--- config.mk ---
export PLATFORM = sky130hd
export DESIGN_NAME = gregorian_date_arithmetic_flat
export DESIGN_NICKNAME = d
export VERILOG_FILES = /design/src/hdl/gda_pkg.sv /design/src/hdl/gda_if.sv /design/src/hdl/gregorian_date_arithmetic.sv /design/src/flat_wrapper.sv
export SDC_FILE = /design/constraint.sdc
export NUM_CORES = 1
export LEC_CHECK = 0
export ABC_AREA = 0
export BUFFER_PORTS_ARGS = -buffer_cell sky130_fd_sc_hd__buf_2
export CAP_MARGIN = 20
export CORE_MARGIN = 2
export CORE_UTILIZATION = 55
export CTS_CLUSTER_DIAMETER = 50
export DETAILED_ROUTE_END_ITERATION = 16
export GPL_TIMING_DRIVEN = 0
export PLACE_DENSITY = 0.84
export SLEW_MARGIN = 30
export SYNTH_ARGS = -nofsm -noshare
export SYNTH_HDL_FRONTEND = slang
export SYNTH_SLANG_ARGS = --single-unit
--- constraint.sdc ---
create_clock -name clock -period 15.8 [get_ports clock]
set_input_delay 0 -clock clock [delete_from_list [all_inputs] [get_ports clock]]
set_output_delay 0 -clock clock [all_outputs]
set_load 0.005 [all_outputs]
--- src/hdl/gda_pkg.sv ---
// Shared types, widths, calendar tables and helper functions of the Gregorian date unit.
package gda_pkg;

   // Default for the largest year that counts as a valid date.
   localparam int unsigned MAX_YEAR_DEF = 9999;

   // Field widths of the request and response items.
   localparam int MODE_W  = 2;
   localparam int YEAR_W  = 14;
   localparam int MONTH_W = 4;
   localparam int DAY_W   = 5;
   localparam int COUNT_W = 23;

   // Internal widths: year offset for the search, quotient by 100, day offset in a year,
   // and the day serial number.
   localparam int P_W    = 15;
   localparam int Q_W    = 9;
   localparam int OFFS_W = 9;
   localparam int SER_W  = 24;
   localparam int BIT_W  = 4;

   // Division by 100 as a multiplication by a reciprocal; exact for all P_W-bit values.
   localparam int RECIP_100   = 5243;
   localparam int RECIP_SHIFT = 19;
   localparam int PROD_W      = P_W + 13;

   localparam int DAYS_PER_YEAR = 365;
   localparam int HUNDRED       = 100;
   localparam int MONTHS        = 12;

   // Saturation bounds of the day difference.
   localparam logic signed [SER_W:0] DIFF_MAX = (SER_W+1)'((2 ** (COUNT_W - 1)) - 1);
   localparam logic signed [SER_W:0] DIFF_MIN = -(SER_W+1)'(2 ** (COUNT_W - 1));

   // Operation codes carried in the mode field.
   typedef enum logic [MODE_W-1:0] {
      MODE_ADD  = 2'd0,
      MODE_SUB  = 2'd1,
      MODE_DIFF = 2'd2,
      MODE_CMP  = 2'd3
   } mode_type;

   // Days in each month of a common year; codes that are no month read as zero.
   localparam logic [DAY_W-1:0] MONTH_LEN [16] = '{
      5'd0, 5'd31, 5'd28, 5'd31, 5'd30, 5'd31, 5'd30, 5'd31,
      5'd31, 5'd30, 5'd31, 5'd30, 5'd31, 5'd0, 5'd0, 5'd0
   };

   // Days of a common year that lie before the first of each month.
   localparam logic [OFFS_W-1:0] DAYS_BEFORE [16] = '{
      9'd0, 9'd0, 9'd31, 9'd59, 9'd90, 9'd120, 9'd151, 9'd181,
      9'd212, 9'd243, 9'd273, 9'd304, 9'd334, 9'd0, 9'd0, 9'd0
   };

   // Quotient of a year offset by 100.
   function automatic logic [Q_W-1:0] div100(input logic [P_W-1:0] v);
      logic [PROD_W-1:0] prod;
      prod = PROD_W'(v) * PROD_W'(RECIP_100);
      return prod[RECIP_SHIFT +: Q_W];
   endfunction

   // Leap rule: divisible by 4 and not by 100, or divisible by 400.
   function automatic logic leap_year(input logic [YEAR_W-1:0] y);
      logic [Q_W-1:0] q;
      logic [P_W:0]   h;
      q = div100(P_W'(y));
      h = (P_W+1)'(q) * (P_W+1)'(HUNDRED);
      return (y[1:0] == 2'b00) && ((h != (P_W+1)'(y)) || (q[1:0] == 2'b00));
   endfunction

   // Length of a month, taking February of a leap year into account.
   function automatic logic [DAY_W-1:0] month_days(input logic [MONTH_W-1:0] m,
                                                    input logic leap);
      return MONTH_LEN[m] + DAY_W'((m == MONTH_W'(2)) && leap);
   endfunction

   // Days of the year before the first of month m.
   function automatic logic [OFFS_W-1:0] days_before(input logic [MONTH_W-1:0] m,
                                                     input logic leap);
      return DAYS_BEFORE[m] + OFFS_W'((m > MONTH_W'(2)) && leap);
   endfunction

endpackage

--- src/hdl/gda_if.sv ---
// Request and response channel interfaces of the Gregorian date unit.
interface gda_req_if;
   import gda_pkg::*;

   logic                      valid;
   logic                      ready;
   logic [MODE_W-1:0]         mode;
   logic [YEAR_W-1:0]         a_year;
   logic [MONTH_W-1:0]        a_month;
   logic [DAY_W-1:0]          a_day;
   logic [YEAR_W-1:0]         b_year;
   logic [MONTH_W-1:0]        b_month;
   logic [DAY_W-1:0]          b_day;
   logic signed [COUNT_W-1:0] day_count;

   modport source (output valid, mode, a_year, a_month, a_day, b_year, b_month, b_day,
                   day_count, input ready);
   modport sink (input valid, mode, a_year, a_month, a_day, b_year, b_month, b_day,
                 day_count, output ready);
endinterface

interface gda_rsp_if;
   import gda_pkg::*;

   logic                      valid;
   logic                      ready;
   logic [YEAR_W-1:0]         result_year;
   logic [MONTH_W-1:0]        result_month;
   logic [DAY_W-1:0]          result_day;
   logic signed [COUNT_W-1:0] day_difference;
   logic                      a_less_than_b;
   logic                      a_equals_b;
   logic                      input_invalid;
   logic                      out_of_range;

   modport source (output valid, result_year, result_month, result_day, day_difference,
                   a_less_than_b, a_equals_b, input_invalid, out_of_range, input ready);
   modport sink (input valid, result_year, result_month, result_day, day_difference,
                 a_less_than_b, a_equals_b, input_invalid, out_of_range, output ready);
endinterface

--- src/hdl/gregorian_date_arithmetic.sv ---
// Top level of the Gregorian date unit: sequencer around a shared year-start unit.
// The unit takes one request at a time and gives exactly one response for it. A request
// adds or subtracts a signed day count to date A, gives the signed days from B to A, or
// only compares A with B; the less and equal flags come with every valid request. Dates
// are converted to day numbers with the year-start unit (one reciprocal multiply, then a
// sum). A shifted date is turned back by a 15-step binary search over the year, each step
// passing through the year-start unit, then stepping through the months one per cycle.
// An add or subtract request whose shifted day lies before the first day of year one ends
// without a search and with the out-of-range flag, and a request with an invalid date
// ends at the check of that date. The request side is ready only between requests; a
// finished response waits in an output register, so the next request can be taken before
// the previous response is read.
module gregorian_date_arithmetic #(
   parameter int unsigned MAX_YEAR = gda_pkg::MAX_YEAR_DEF
) (
   input logic       clock,
   input logic       reset,
   gda_req_if.sink   req_ch,
   gda_rsp_if.source rsp_ch
);
   import gda_pkg::*;

   typedef enum logic [6:0] {
      S_IDLE = 7'b0000001,
      S_LEAP = 7'b0000010,
      S_CHK  = 7'b0000100,
      S_YS0  = 7'b0001000,
      S_YS1  = 7'b0010000,
      S_MON  = 7'b0100000,
      S_FIN  = 7'b1000000
   } state_type;

   localparam logic [YEAR_W-1:0] MaxYear = YEAR_W'(MAX_YEAR);
   localparam logic [P_W-1:0]    MaxP    = P_W'(MAX_YEAR);

   state_type                 state_ff, state_in;
   mode_type                  mode_ff, mode_in;
   logic [YEAR_W-1:0]         b_year_ff, b_year_in;
   logic [MONTH_W-1:0]        b_month_ff, b_month_in;
   logic [DAY_W-1:0]          b_day_ff, b_day_in;
   logic signed [COUNT_W-1:0] cnt_ff, cnt_in;
   logic                      lt_ff, lt_in, eq_ff, eq_in;
   logic                      which_ff, which_in, srch_ff, srch_in;
   logic                      inv_ff, inv_in, oor_ff, oor_in;
   logic [YEAR_W-1:0]         cur_y_ff, cur_y_in;
   logic [MONTH_W-1:0]        cur_m_ff, cur_m_in;
   logic [DAY_W-1:0]          cur_d_ff, cur_d_in;
   logic                      leap_ff;
   logic [P_W-1:0]            p_ff, p_in, base_ff, base_in;
   logic [Q_W-1:0]            q_ff, q_in;
   logic [OFFS_W-1:0]         offs_ff, offs_in;
   logic [SER_W-1:0]          sa_ff, sa_in, s_ff, s_in, ysb_ff, ysb_in;
   logic [BIT_W-1:0]          bit_ff, bit_in;
   logic signed [COUNT_W-1:0] diff_ff, diff_in;

   logic                      rsp_valid_ff, rsp_valid_in;
   logic [YEAR_W-1:0]         out_year_ff, out_year_in;
   logic [MONTH_W-1:0]        out_month_ff, out_month_in;
   logic [DAY_W-1:0]          out_day_ff, out_day_in;
   logic signed [COUNT_W-1:0] out_diff_ff, out_diff_in;
   logic                      out_lt_ff, out_lt_in, out_eq_ff, out_eq_in;
   logic                      out_inv_ff, out_inv_in, out_oor_ff, out_oor_in;

   logic                      req_take, rsp_free;
   logic [SER_W-1:0]          ys, serial;
   logic signed [SER_W:0]     cnt_ext, shifted, diff_full;
   logic                      date_ok, le;
   logic [P_W-1:0]            new_base;
   logic [SER_W-1:0]          new_ysb;
   logic [DAY_W-1:0]          mlen;

   assign req_ch.ready = (state_ff == S_IDLE);
   assign req_take     = req_ch.valid && (state_ff == S_IDLE);
   assign rsp_free     = !rsp_valid_ff || rsp_ch.ready;

   // Shared year-start unit: days before January 1 of year p + 1.
   assign ys = SER_W'(p_ff) * SER_W'(DAYS_PER_YEAR) + SER_W'(p_ff >> 2)
               - SER_W'(q_ff) + SER_W'(q_ff >> 2);
   assign serial = ys + SER_W'(offs_ff);

   // Shifted day number and raw difference.
   assign cnt_ext   = (SER_W+1)'(cnt_ff);
   assign shifted   = (mode_ff == MODE_ADD) ? $signed({1'b0, sa_ff}) + cnt_ext
                                            : $signed({1'b0, sa_ff}) - cnt_ext;
   assign diff_full = $signed({1'b0, sa_ff}) - $signed({1'b0, serial});

   // Date check on the current date, using the leap flag of its year.
   assign mlen    = month_days(cur_m_ff, leap_ff);
   assign date_ok = (cur_y_ff != '0) && (cur_y_ff <= MaxYear)
                    && (cur_m_ff != '0) && (cur_m_ff <= MONTH_W'(MONTHS))
                    && (cur_d_ff != '0) && (cur_d_ff <= mlen);

   // One binary search step: keep the trial year offset when its start is not past s.
   assign le       = (ys <= s_ff);
   assign new_base = le ? p_ff : base_ff;
   assign new_ysb  = le ? ys : ysb_ff;

   // Sequencer.
   always_comb begin
      state_in   = state_ff;
      mode_in    = mode_ff;
      b_year_in  = b_year_ff;
      b_month_in = b_month_ff;
      b_day_in   = b_day_ff;
      cnt_in     = cnt_ff;
      lt_in      = lt_ff;
      eq_in      = eq_ff;
      which_in   = which_ff;
      srch_in    = srch_ff;
      inv_in     = inv_ff;
      oor_in     = oor_ff;
      cur_y_in   = cur_y_ff;
      cur_m_in   = cur_m_ff;
      cur_d_in   = cur_d_ff;
      p_in       = p_ff;
      q_in       = q_ff;
      offs_in    = offs_ff;
      sa_in      = sa_ff;
      s_in       = s_ff;
      base_in    = base_ff;
      ysb_in     = ysb_ff;
      bit_in     = bit_ff;
      diff_in    = diff_ff;
      unique case (state_ff)
         S_IDLE: begin
            if (req_take) begin
               mode_in    = mode_type'(req_ch.mode);
               b_year_in  = req_ch.b_year;
               b_month_in = req_ch.b_month;
               b_day_in   = req_ch.b_day;
               cnt_in     = req_ch.day_count;
               lt_in      = (req_ch.a_year < req_ch.b_year)
                            || ((req_ch.a_year == req_ch.b_year)
                                && (req_ch.a_month < req_ch.b_month))
                            || ((req_ch.a_year == req_ch.b_year)
                                && (req_ch.a_month == req_ch.b_month)
                                && (req_ch.a_day < req_ch.b_day));
               eq_in      = (req_ch.a_year == req_ch.b_year)
                            && (req_ch.a_month == req_ch.b_month)
                            && (req_ch.a_day == req_ch.b_day);
               cur_y_in   = req_ch.a_year;
               cur_m_in   = req_ch.a_month;
               cur_d_in   = req_ch.a_day;
               which_in   = 1'b0;
               srch_in    = 1'b0;
               inv_in     = 1'b0;
               oor_in     = 1'b0;
               diff_in    = '0;
               state_in   = S_LEAP;
            end
         end
         // The leap flag of the current year settles here.
         S_LEAP: begin
            state_in = srch_ff ? S_MON : S_CHK;
         end
         S_CHK: begin
            if (!date_ok) begin
               inv_in   = 1'b1;
               state_in = S_FIN;
            end else begin
               p_in     = P_W'(cur_y_ff) - P_W'(1);
               offs_in  = days_before(cur_m_ff, leap_ff) + OFFS_W'(cur_d_ff) - OFFS_W'(1);
               state_in = S_YS0;
            end
         end
         S_YS0: begin
            q_in     = div100(p_ff);
            state_in = S_YS1;
         end
         S_YS1: begin
            if (srch_ff) begin
               // Binary search over the year offset, one bit per pass.
               base_in = new_base;
               ysb_in  = new_ysb;
               if (bit_ff == '0) begin
                  if (new_base >= MaxP) begin
                     oor_in   = 1'b1;
                     state_in = S_FIN;
                  end else begin
                     cur_y_in = YEAR_W'(new_base + P_W'(1));
                     cur_m_in = MONTH_W'(1);
                     offs_in  = OFFS_W'(s_ff - new_ysb);
                     state_in = S_LEAP;
                  end
               end else begin
                  bit_in   = bit_ff - BIT_W'(1);
                  p_in     = new_base | (P_W'(1) << (bit_ff - BIT_W'(1)));
                  state_in = S_YS0;
               end
            end else if (!which_ff) begin
               sa_in = serial;
               if (mode_ff == MODE_DIFF || mode_ff == MODE_CMP) begin
                  which_in = 1'b1;
                  cur_y_in = b_year_ff;
                  cur_m_in = b_month_ff;
                  cur_d_in = b_day_ff;
                  state_in = S_LEAP;
               end else begin
                  state_in = S_FIN;
               end
            end else begin
               if (mode_ff == MODE_DIFF) begin
                  if (diff_full > DIFF_MAX) begin
                     diff_in = COUNT_W'(DIFF_MAX);
                  end else if (diff_full < DIFF_MIN) begin
                     diff_in = COUNT_W'(DIFF_MIN);
                  end else begin
                     diff_in = COUNT_W'(diff_full);
                  end
               end
               state_in = S_FIN;
            end
            // A shift request starts the search once the day number of A is known.
            if (!srch_ff && !which_ff
                && (mode_ff == MODE_ADD || mode_ff == MODE_SUB)) begin
               sa_in = serial;
               state_in = S_FIN;
            end
         end
         // Walk through the months of the result year.
         S_MON: begin
            if ((cur_m_ff < MONTH_W'(MONTHS)) && (offs_ff >= OFFS_W'(mlen))) begin
               offs_in  = offs_ff - OFFS_W'(mlen);
               cur_m_in = cur_m_ff + MONTH_W'(1);
            end else begin
               cur_d_in = DAY_W'(offs_ff + OFFS_W'(1));
               state_in = S_FIN;
            end
         end
         S_FIN: begin
            // A shift request with a known day number of A goes on to the search.
            if (!inv_ff && !oor_ff && !srch_ff
                && (mode_ff == MODE_ADD || mode_ff == MODE_SUB)) begin
               if (shifted < 0) begin
                  oor_in = 1'b1;
               end else begin
                  srch_in  = 1'b1;
                  s_in     = SER_W'(shifted);
                  base_in  = '0;
                  ysb_in   = '0;
                  bit_in   = BIT_W'(P_W - 1);
                  p_in     = P_W'(1) << (P_W - 1);
                  state_in = S_YS0;
               end
            end else if (rsp_free) begin
               state_in = S_IDLE;
            end
         end
         default: begin
            state_in = S_IDLE;
         end
      endcase
   end

   // Response register: loaded when a request finishes and the slot is free.
   always_comb begin
      rsp_valid_in = rsp_valid_ff && !rsp_ch.ready;
      out_year_in  = out_year_ff;
      out_month_in = out_month_ff;
      out_day_in   = out_day_ff;
      out_diff_in  = out_diff_ff;
      out_lt_in    = out_lt_ff;
      out_eq_in    = out_eq_ff;
      out_inv_in   = out_inv_ff;
      out_oor_in   = out_oor_ff;
      if ((state_ff == S_FIN) && (state_in == S_IDLE)) begin
         rsp_valid_in = 1'b1;
         out_inv_in   = inv_ff;
         out_lt_in    = lt_ff && !inv_ff;
         out_eq_in    = eq_ff && !inv_ff;
         out_oor_in   = oor_ff && !inv_ff;
         out_diff_in  = inv_ff ? '0 : diff_ff;
         if (!inv_ff && !oor_ff && (mode_ff == MODE_ADD || mode_ff == MODE_SUB)) begin
            out_year_in  = cur_y_ff;
            out_month_in = cur_m_ff;
            out_day_in   = cur_d_ff;
         end else begin
            out_year_in  = '0;
            out_month_in = '0;
            out_day_in   = '0;
         end
      end
   end

   // Control state.
   always_ff @(posedge clock) begin
      if (reset) begin
         state_ff     <= S_IDLE;
         rsp_valid_ff <= 1'b0;
      end else begin
         state_ff     <= state_in;
         rsp_valid_ff <= rsp_valid_in;
      end
   end

   // Working and response payload registers.
   always_ff @(posedge clock) begin
      mode_ff      <= mode_in;
      b_year_ff    <= b_year_in;
      b_month_ff   <= b_month_in;
      b_day_ff     <= b_day_in;
      cnt_ff       <= cnt_in;
      lt_ff        <= lt_in;
      eq_ff        <= eq_in;
      which_ff     <= which_in;
      srch_ff      <= srch_in;
      inv_ff       <= inv_in;
      oor_ff       <= oor_in;
      cur_y_ff     <= cur_y_in;
      cur_m_ff     <= cur_m_in;
      cur_d_ff     <= cur_d_in;
      leap_ff      <= leap_year(cur_y_ff);
      p_ff         <= p_in;
      q_ff         <= q_in;
      offs_ff      <= offs_in;
      sa_ff        <= sa_in;
      s_ff         <= s_in;
      base_ff      <= base_in;
      ysb_ff       <= ysb_in;
      bit_ff       <= bit_in;
      diff_ff      <= diff_in;
      out_year_ff  <= out_year_in;
      out_month_ff <= out_month_in;
      out_day_ff   <= out_day_in;
      out_diff_ff  <= out_diff_in;
      out_lt_ff    <= out_lt_in;
      out_eq_ff    <= out_eq_in;
      out_inv_ff   <= out_inv_in;
      out_oor_ff   <= out_oor_in;
   end

   assign rsp_ch.valid          = rsp_valid_ff;
   assign rsp_ch.result_year    = out_year_ff;
   assign rsp_ch.result_month   = out_month_ff;
   assign rsp_ch.result_day     = out_day_ff;
   assign rsp_ch.day_difference = out_diff_ff;
   assign rsp_ch.a_less_than_b  = out_lt_ff;
   assign rsp_ch.a_equals_b     = out_eq_ff;
   assign rsp_ch.input_invalid  = out_inv_ff;
   assign rsp_ch.out_of_range   = out_oor_ff;

`ifndef SYNTHESIS
   // An invalid date never comes with any other result field.
   a_inv_clean: assert property (@(posedge clock) disable iff (reset)
      rsp_valid_ff && out_inv_ff |-> !out_oor_ff && !out_lt_ff && !out_eq_ff
         && (out_diff_ff == '0) && (out_month_ff == '0))
      else $error("invalid response carries result fields");

   // Earlier and identical exclude each other.
   a_cmp_excl: assert property (@(posedge clock) disable iff (reset)
      rsp_valid_ff |-> !(out_lt_ff && out_eq_ff))
      else $error("less and equal flags both set");

   // A delivered date has a real month and day.
   a_date_shape: assert property (@(posedge clock) disable iff (reset)
      rsp_valid_ff && (out_month_ff != '0) |->
         (out_month_ff <= MONTH_W'(MONTHS)) && (out_day_ff != '0) && !out_oor_ff)
      else $error("result date is malformed");

   // The day offset inside the result year stays below one year.
   a_rem_bound: assert property (@(posedge clock) disable iff (reset)
      (state_ff == S_MON) |-> (offs_ff < OFFS_W'(DAYS_PER_YEAR + 1)))
      else $error("day offset exceeds a year");

   // No new request is taken while one is still being worked on.
   a_one_item: assert property (@(posedge clock) disable iff (reset)
      (state_ff != S_IDLE) |-> !req_ch.ready)
      else $error("request accepted while busy");
`endif

endmodule
--- src/flat_wrapper.sv ---
// flat-port wrapper written by rule: the top's interface ports become plain ports
module gregorian_date_arithmetic_flat import gda_pkg::*;
#(
   parameter int unsigned MAX_YEAR = gda_pkg::MAX_YEAR_DEF
)
  (clock, reset, req_ch_valid, req_ch_mode, req_ch_a_year, req_ch_a_month, req_ch_a_day, req_ch_b_year, req_ch_b_month, req_ch_b_day, req_ch_day_count, req_ch_ready, rsp_ch_valid, rsp_ch_result_year, rsp_ch_result_month, rsp_ch_result_day, rsp_ch_day_difference, rsp_ch_a_less_than_b, rsp_ch_a_equals_b, rsp_ch_input_invalid, rsp_ch_out_of_range, rsp_ch_ready);
  gda_req_if req_ch_i ();
  gda_rsp_if rsp_ch_i ();
  input logic clock;
  input logic reset;
  input wire logic [$bits(req_ch_i.valid)-1:0] req_ch_valid;
  input wire logic [$bits(req_ch_i.mode)-1:0] req_ch_mode;
  input wire logic [$bits(req_ch_i.a_year)-1:0] req_ch_a_year;
  input wire logic [$bits(req_ch_i.a_month)-1:0] req_ch_a_month;
  input wire logic [$bits(req_ch_i.a_day)-1:0] req_ch_a_day;
  input wire logic [$bits(req_ch_i.b_year)-1:0] req_ch_b_year;
  input wire logic [$bits(req_ch_i.b_month)-1:0] req_ch_b_month;
  input wire logic [$bits(req_ch_i.b_day)-1:0] req_ch_b_day;
  input wire logic [$bits(req_ch_i.day_count)-1:0] req_ch_day_count;
  output wire logic [$bits(req_ch_i.ready)-1:0] req_ch_ready;
  output wire logic [$bits(rsp_ch_i.valid)-1:0] rsp_ch_valid;
  output wire logic [$bits(rsp_ch_i.result_year)-1:0] rsp_ch_result_year;
  output wire logic [$bits(rsp_ch_i.result_month)-1:0] rsp_ch_result_month;
  output wire logic [$bits(rsp_ch_i.result_day)-1:0] rsp_ch_result_day;
  output wire logic [$bits(rsp_ch_i.day_difference)-1:0] rsp_ch_day_difference;
  output wire logic [$bits(rsp_ch_i.a_less_than_b)-1:0] rsp_ch_a_less_than_b;
  output wire logic [$bits(rsp_ch_i.a_equals_b)-1:0] rsp_ch_a_equals_b;
  output wire logic [$bits(rsp_ch_i.input_invalid)-1:0] rsp_ch_input_invalid;
  output wire logic [$bits(rsp_ch_i.out_of_range)-1:0] rsp_ch_out_of_range;
  input wire logic [$bits(rsp_ch_i.ready)-1:0] rsp_ch_ready;
  assign req_ch_i.valid = req_ch_valid;
  assign req_ch_i.mode = req_ch_mode;
  assign req_ch_i.a_year = req_ch_a_year;
  assign req_ch_i.a_month = req_ch_a_month;
  assign req_ch_i.a_day = req_ch_a_day;
  assign req_ch_i.b_year = req_ch_b_year;
  assign req_ch_i.b_month = req_ch_b_month;
  assign req_ch_i.b_day = req_ch_b_day;
  assign req_ch_i.day_count = req_ch_day_count;
  assign req_ch_ready = req_ch_i.ready;
  assign rsp_ch_valid = rsp_ch_i.valid;
  assign rsp_ch_result_year = rsp_ch_i.result_year;
  assign rsp_ch_result_month = rsp_ch_i.result_month;
  assign rsp_ch_result_day = rsp_ch_i.result_day;
  assign rsp_ch_day_difference = rsp_ch_i.day_difference;
  assign rsp_ch_a_less_than_b = rsp_ch_i.a_less_than_b;
  assign rsp_ch_a_equals_b = rsp_ch_i.a_equals_b;
  assign rsp_ch_input_invalid = rsp_ch_i.input_invalid;
  assign rsp_ch_out_of_range = rsp_ch_i.out_of_range;
  assign rsp_ch_i.ready = rsp_ch_ready;
  gregorian_date_arithmetic #(.MAX_YEAR(MAX_YEAR)) u_core (.clock(clock), .reset(reset), .req_ch(req_ch_i), .rsp_ch(rsp_ch_i));
endmodule
* Word-level counts from Yosys, hierarchy flattened
Memory sizes are Yosys's and may differ from the RTL's. Index checks and enable logic that the tools add are counted.
Storage, ports and cells: output and inout bits 52, flip-flop bits (word level) 283, memory bits (read-only) 224, memories 2, input port bits 75
Operators by class: $add $sub $neg 18, multipliers 4, shifts and indexed selects 1, muxes and demuxes 94, bitwise logic cells 3, reduce and logical (&&, ||, !) cells 67, order comparisons 15, eq/ne operators 40
Memory list:
- (name not given) | depth 16, bits a word 9, read ports 1, clocked after Yosys merged registers in 0, write ports 0, line gda_pkg.sv:80 | return DAYS_BEFORE[m] + OFFS_W'((m > MONTH_W'(2)) && leap);
- (name not given) | depth 16, bits a word 5, read ports 1, clocked after Yosys merged registers in 0, write ports 0, line gda_pkg.sv:74 | return MONTH_LEN[m] + DAY_W'((m == MONTH_W'(2)) && leap);
Operators by type and width (count):
- $mux W24 | 7
- $mux W23 | 6
- $mux W15 | 9
- $mux W14 | 6
- $mux W7 | 12
- $mux W9 | 7
- $pmux W7 S7 | 1
- $pmux W24 S2 | 1
- $pmux W23 S2 | 1
- $pmux W15 S3 | 1
- $mux W4 | 11
- $mux W5 | 7
- $pmux W15 S2 | 1
- $mul A15 B13 Y28 const B | 1
- $pmux W14 S2 | 1
- $mul A14 B13 Y27 const B | 1
- $pmux W9 S3 | 1
- $add A25 B23 Y25 | 1
- $gt A25 B23 Y1 const B | 1
- $logic_and A1 B1 Y1 | 25
- $lt A25 B1 Y1 const B | 1
- $lt A25 B23 Y1 const B | 1
- $mux W25 | 1
- $sub A24 B24 Y25 | 1
- other kinds (74) | 137

* Longest topological paths before layout
depth in word-level cells 15, gate-level depth with buffers 44, gate-level depth less buffers 41

* Worst setup path after synthesis
OpenSTA, ideal clock, no wires.
kind flip-flop to flip-flop, start point register u_core.p_ff[6], end point register u_core.cur_y_ff[0] (enable), data arrival time 9.473 ns, path slack 5.925 ns, path buffers 2, library setup time 0.403 ns, stages on the path, launching flop included 38, data required time 15.397 ns, period minus slack after synthesis 9.875 ns, cell sequence edfxtp_1 -> inv_1 -> ha_1 -> inv_1 -> fa_1 -> fa_1 -> fa_1 -> inv_1 -> fa_1 -> inv_1 -> ha_1 -> o21a_1 -> o2111a_1 -> a211oi_2 -> o21ai_2 -> a21boi_1 -> nand2b_1 -> a21oi_1 -> (+2 left out) -> ha_1 -> a21o_1 -> a21o_1 -> a21oi_1 -> and4b_1 -> a211oi_1 -> buf_2 -> buf_2 -> mux2i_1 -> inv_1 -> ha_1 -> nand3_1 -> a31oi_1 -> or3_1 -> a21oi_1 -> mux2_2 -> a41oi_1 -> nor3_1
On the way: longest elaborated chain between the ends 9
Ends and longest elaborated chain:
- from (decl) | line gregorian_date_arithmetic.sv:49 | logic [P_W-1:0] p_ff, p_in, base_ff, base_in;
- from (signal assigned) | line gregorian_date_arithmetic.sv:313 | p_ff <= p_in;
- $mul A15 B9 Y24 | line gregorian_date_arithmetic.sv:77 | assign ys = SER_W'(p_ff) * SER_W'(DAYS_PER_YEAR) + SER_W'(p_ff >> 2)
- $add A24 B13 Y24 * | line gregorian_date_arithmetic.sv:77
- $sub A24 B9 Y24 * | line gregorian_date_arithmetic.sv:78 | - SER_W'(q_ff) + SER_W'(q_ff >> 2);
- $add A24 B7 Y24 * | line gregorian_date_arithmetic.sv:78
- $le A24 B24 Y1 * | line gregorian_date_arithmetic.sv:94 | assign le = (ys <= s_ff);
- $mux W15 * | line gregorian_date_arithmetic.sv:95 | assign new_base = le ? p_ff : base_ff;
- net u_core.new_base[1] | line gregorian_date_arithmetic.sv:68 | logic [P_W-1:0] new_base;
- $ge A15 B14 Y1 * | line gregorian_date_arithmetic.sv:176 | if (new_base >= MaxP) begin
- $ne A3 B3 Y1 (no line) *
- $reduce_and A6 Y1 (no line) *
- to (signal assigned) | line gregorian_date_arithmetic.sv:309 | cur_y_ff <= cur_y_in;
- to (decl) | line gregorian_date_arithmetic.sv:45 | logic [YEAR_W-1:0] cur_y_ff, cur_y_in;
Mark *: on every way through the listed nets, which the timed path passes. The rest lies on a longest branch. A chain may end at the register's enable or synchronous reset.

* Final worst setup path
start point register u_core.p_ff[6], end point register u_core.cur_m_ff[3] (enable)
On the way: longest elaborated chain between the ends 9
Ends and longest elaborated chain:
- $mul A15 B9 Y24 | line gregorian_date_arithmetic.sv:77
- $add A24 B13 Y24 * | line gregorian_date_arithmetic.sv:77
- $sub A24 B9 Y24 * | line gregorian_date_arithmetic.sv:78
- $add A24 B7 Y24 * | line gregorian_date_arithmetic.sv:78
- $le A24 B24 Y1 * | line gregorian_date_arithmetic.sv:94
- $mux W15 * | line gregorian_date_arithmetic.sv:95
- net u_core.new_base[0] | line gregorian_date_arithmetic.sv:68
- $ge A15 B14 Y1 * | line gregorian_date_arithmetic.sv:176
- $ne A3 B3 Y1 (no line) *
- $reduce_and A7 Y1 (no line) *
- to (signal assigned) | line gregorian_date_arithmetic.sv:310 | cur_m_ff <= cur_m_in;
- to (decl) | line gregorian_date_arithmetic.sv:46 | logic [MONTH_W-1:0] cur_m_ff, cur_m_in;
Marked as above.

==> flow_summary.rst <==
.. list-table::
   :header-rows: 1

   * - Metric
     - Value
   * - Number of detailed-routing iterations run before antenna repair
     - 10
   * - Initial antenna violation count
     - 0
   * - Worst path slowest cell
     - sky130_fd_sc_hd__edfxtp_1
   * - Ratio of final minimum period to clock period
     - 75.71%
   * - Total via count in the routed design
     - 21980
   * - Pin count of the biggest net entering global routing
     - 38
   * - H-tree lvl count
     - 2
   * - Net Count, Synth
     - 3580
   * - Reported max-cap violation count
     - 0
   * - Max_slew headroom
     - 25.68%
   * - Fraction of final layout cells sized beyond drive strength 1
     - 8.420%
   * - Filler Cells Inserted
     - 3837
   * - EDFF count, synth
     - 259
   * - Number of warning messages in the yosys log
     - 0
   * - Outcome
     - finished clean
   * - Detailed Route Iter0 Violations
     - 2055
   * - Total standard cell area after synthesis
     - 28640 um2
   * - Top FF cell, synth
     - sky130_fd_sc_hd__edfxtp_1
   * - Sequential Area
     - 7958 um2
   * - Final net count
     - 3828
   * - Area delta synth->final
     - 12.60%
   * - Arrival time of data at the critical path endpoint
     - 12.16 ns
   * - Worst min-delay path class
     - primary input to register
   * - Worst-Margin Slew
     - 1.106 ns
   * - Final standard cell count with taps included and fillers excluded
     - 3756
   * - Timing startpoint of the critical path
     - u_core.p_ff[6]$_DFFE_PP_
   * - RSZ-0062 raised after global routing
     - no
   * - Total grt overflow
     - 0
   * - Detailed-route vias per instance
     - 5.851
   * - #FFs+latches synth
     - 268
   * - Clock sink count
     - 268
   * - Final-layout setup total negative slack
     - 0 ns
   * - Chip height
     - 232.2 um
   * - Wire length of the first global-routing pass
     - 118.8 mm
   * - Buffers on Ports
     - 125
   * - Worst path required time
     - 16.00 ns
   * - Sequential-to-total area share from yosys stat
     - 27.78%
   * - Clock slew at the register clock pins of the worst setup and hold paths
     - 0.06 ns
   * - Crit Path Class
     - register to register
   * - Clock network latency to the later pin of the worst-skew pair
     - 0.58 ns
   * - DRC viols
     - 0
   * - Critical Path Most Common Cell
     - sky130_fd_sc_hd__inv_1
   * - Final number of max-transition violations
     - 0
   * - Avg Inst Size Synth
     - 10.23 um2
   * - Kind of launch point of the worst setup path
     - register
   * - Diode insertion count for antenna repair
     - 0
   * - Final estimated routing congestion in global placement
     - 0.9485
   * - Cell count after placement
     - 3616
   * - Fraction of registers with async set/reset
     - 0%
   * - Maximum fanout along the worst path
     - 14
   * - Area of the multi-input gates
     - 18580 um2
   * - Fmax
     - 83.60 MHz
   * - Post-Route Hold Slack
     - 0.1301 ns
   * - Cell chosen for the clock root
     - sky130_fd_sc_hd__clkbuf_16
   * - Count of unique library cells instantiated by Yosys
     - 90
   * - TritonCTS clock tree
     - done
   * - Aggregate global-route resource usage
     - 28.12%
   * - Clock buffer count from CTS
     - 36
   * - WL final
     - 74.26 mm
   * - Worst-case clock skew
     - 0.03887 ns
   * - Placeable Area
     - 51410 um2
   * - Hold_sp
     - req_ch_day_count[0]
   * - Row count
     - 83
   * - HPWL after detailed placement
     - 56.19 mm
   * - Final core utilization
     - 62.74%
   * - Average routed wire per standard cell
     - 19.77 um
   * - I/O pin count
     - 127
   * - Starting Density
     - 55.72%
   * - Worst reg2reg startpoint
     - u_core.p_ff[6]$_DFFE_PP_
   * - Gate Count Post-Synth
     - 2800
   * - Remaining antenna violation count after routing
     - 0
   * - Final setup violation count
     - 0
   * - Horizontal die dimension
     - 232.2 um
   * - Worst Setup End Kind
     - register
   * - Final hold viol count
     - 0
   * - Die area
     - 53920 um2
   * - Min cycle time layout
     - 11.96 ns
   * - Number of buffers on the longest clock path
     - 3
   * - Slowest cell delay on critical path
     - 0.93 ns
   * - Via count of the first global-routing pass
     - 23030
   * - Post-CTS setup buffers
     - 0
-- metal layers --
| layer | vias up | GRT usage [%] | wire, um |
|---|---|---|---|
| met5 | - | 0 | 0 |
| met4 | 0 | 14.64 | 4168 |
| met3 | 327 | 5.243 | 5939 |
| met2 | 1095 | 47.65 | 35870 |
| met1 | 10510 | 34.07 | 28280 |
| li1 | 10050 | - | - |
-- synthesized netlist by cell type, drive strengths merged (13+ instances only) --
master / n / area [um2]
o31ai: 13 / 107.6
nor4: 17 / 106.4
ha: 478 / 5981
fa: 227 / 4544
and2: 33 / 206.5
nand2: 98 / 367.9
clkbuf: 33 / 123.9
a31oi: 20 / 125.1
inv: 522 / 1959
a21boi: 14 / 105.1
and3: 15 / 93.84
nand3: 41 / 210.2
xor2: 64 / 568.1
nand4: 20 / 131.4
edfxtp: 259 / 7777
o21bai: 18 / 135.1
buf: 15 / 70.06
nand2b: 28 / 175.2
o21a: 19 / 143.9
a211oi: 17 / 137.6
a21oi: 135 / 686.9
xnor2: 128 / 1129
nor2b: 63 / 394.1
nor3: 35 / 191.4
a21o: 57 / 427.9
nor3b: 13 / 108.9
mux2i: 19 / 190.2
nor2: 146 / 550.5
o21ai: 111 / 559.3
-- stage by stage --
step / setup WS (ns) / instance area, um2
after floorplan: 5.925 / 28640
after global routing: 3.287 / 32250
after global placement: 3.496 / 30120
final: 3.838 / 32250
after CTS: 3.975 / 32250
after detailed placement: 3.995 / 30320
-- sequential cells by signal (all words and copies together), names as in the netlist, 15 cells and up --
signal                        cells
u_core.sa_ff                     24
u_core.base_ff                   15
u_core.cnt_ff                    23
u_core.diff_ff                   23
u_core.rsp_ch.day_difference     23
u_core.p_ff                      15
u_core.s_ff                      24
-- repair_timing --
action                                 in CTS  in global routing
hold buffers                               74                  0
endpoints found under the hold margin      94                  0
gates resized for setup                     0                  0
setup endpoints to repair                   0                  0
-- final cells by class --
type,count,share of cell area (%)
clock buffer,44,2.983
buffer,48,0.6013
clock inverter,22,0.7216
inverter,522,6.083
timing repair buffer,210,4.690
sequential,268,24.67
tap,680,2.638
multi-input combinational,1962,57.61
-- cells by family (layout without fill, tap and decap cells) --
kind of cell	count (synthesis)	after routing	synth area share [%]
adder cells (fa/ha/maj)	705	705	36.74
flip-flops	268	268	27.78
AND/OR/NAND/NOR	545	545	9.824
buffers and inverters	570	846	7.518
AO/OA/AOI/OAI	494	494	11.27
multiplexers	26	26	0.9391
XOR/XNOR	192	192	5.923
-- layout by cell type, fill, tap and decap left out, types with 28 or more instances in the layout --
master | netlist | routed
sky130_fd_sc_hd__dlygate4sd3_1 | 0 | 74
sky130_fd_sc_hd__nand2_1 | 98 | 98
sky130_fd_sc_hd__xor2_1 | 63 | 63
sky130_fd_sc_hd__buf_2 | 11 | 136
sky130_fd_sc_hd__xnor2_1 | 127 | 127
sky130_fd_sc_hd__a21o_1 | 57 | 57
sky130_fd_sc_hd__clkbuf_1 | 33 | 39
sky130_fd_sc_hd__nor3_1 | 33 | 30
sky130_fd_sc_hd__a21oi_1 | 132 | 132
sky130_fd_sc_hd__ha_1 | 478 | 478
sky130_fd_sc_hd__nor2b_1 | 63 | 63
sky130_fd_sc_hd__edfxtp_1 | 259 | 259
sky130_fd_sc_hd__clkbuf_16 | 0 | 37
sky130_fd_sc_hd__and2_1 | 33 | 33
sky130_fd_sc_hd__nand2b_1 | 28 | 28
sky130_fd_sc_hd__nand3_1 | 40 | 40
sky130_fd_sc_hd__fa_1 | 227 | 227
sky130_fd_sc_hd__o21ai_0 | 88 | 88
sky130_fd_sc_hd__inv_1 | 522 | 521
sky130_fd_sc_hd__nor2_1 | 145 | 143
-- worst max-delay path: cells and delay by family (launching register included) --
family	cells	cell delay (ns)
DFF	1	0.93
AOI/OAI and AO/OA	15	4.31
xor gates and xnor gates	1	0.28
buffers and inverters	8	1.54
and+or+nand+nor	5	0.75
muxes	1	0.24
adders and majority gates	8	3.54
-- final timing paths --
| check | to | slack (ns) | depth (start not counted) |
|---|---|---|---|
| worst max-delay path | u_core.cur_m_ff[3]$_DFFE_PP_ | 3.84 | 38 |
| worst min-delay path | u_core.cnt_ff[0]$_DFFE_PP_ | 0.13 | 2 |
| worst max register to register | u_core.cur_m_ff[3]$_DFFE_PP_ | 3.84 | 38 |
| worst min register to register | u_core.rsp_ch.a_less_than_b$_DFFE_PP_ | 0.54 | 1 |
Power is not shown: default switching activity piles up to over one toggle a cycle in this logic, so the estimate is an artifact.
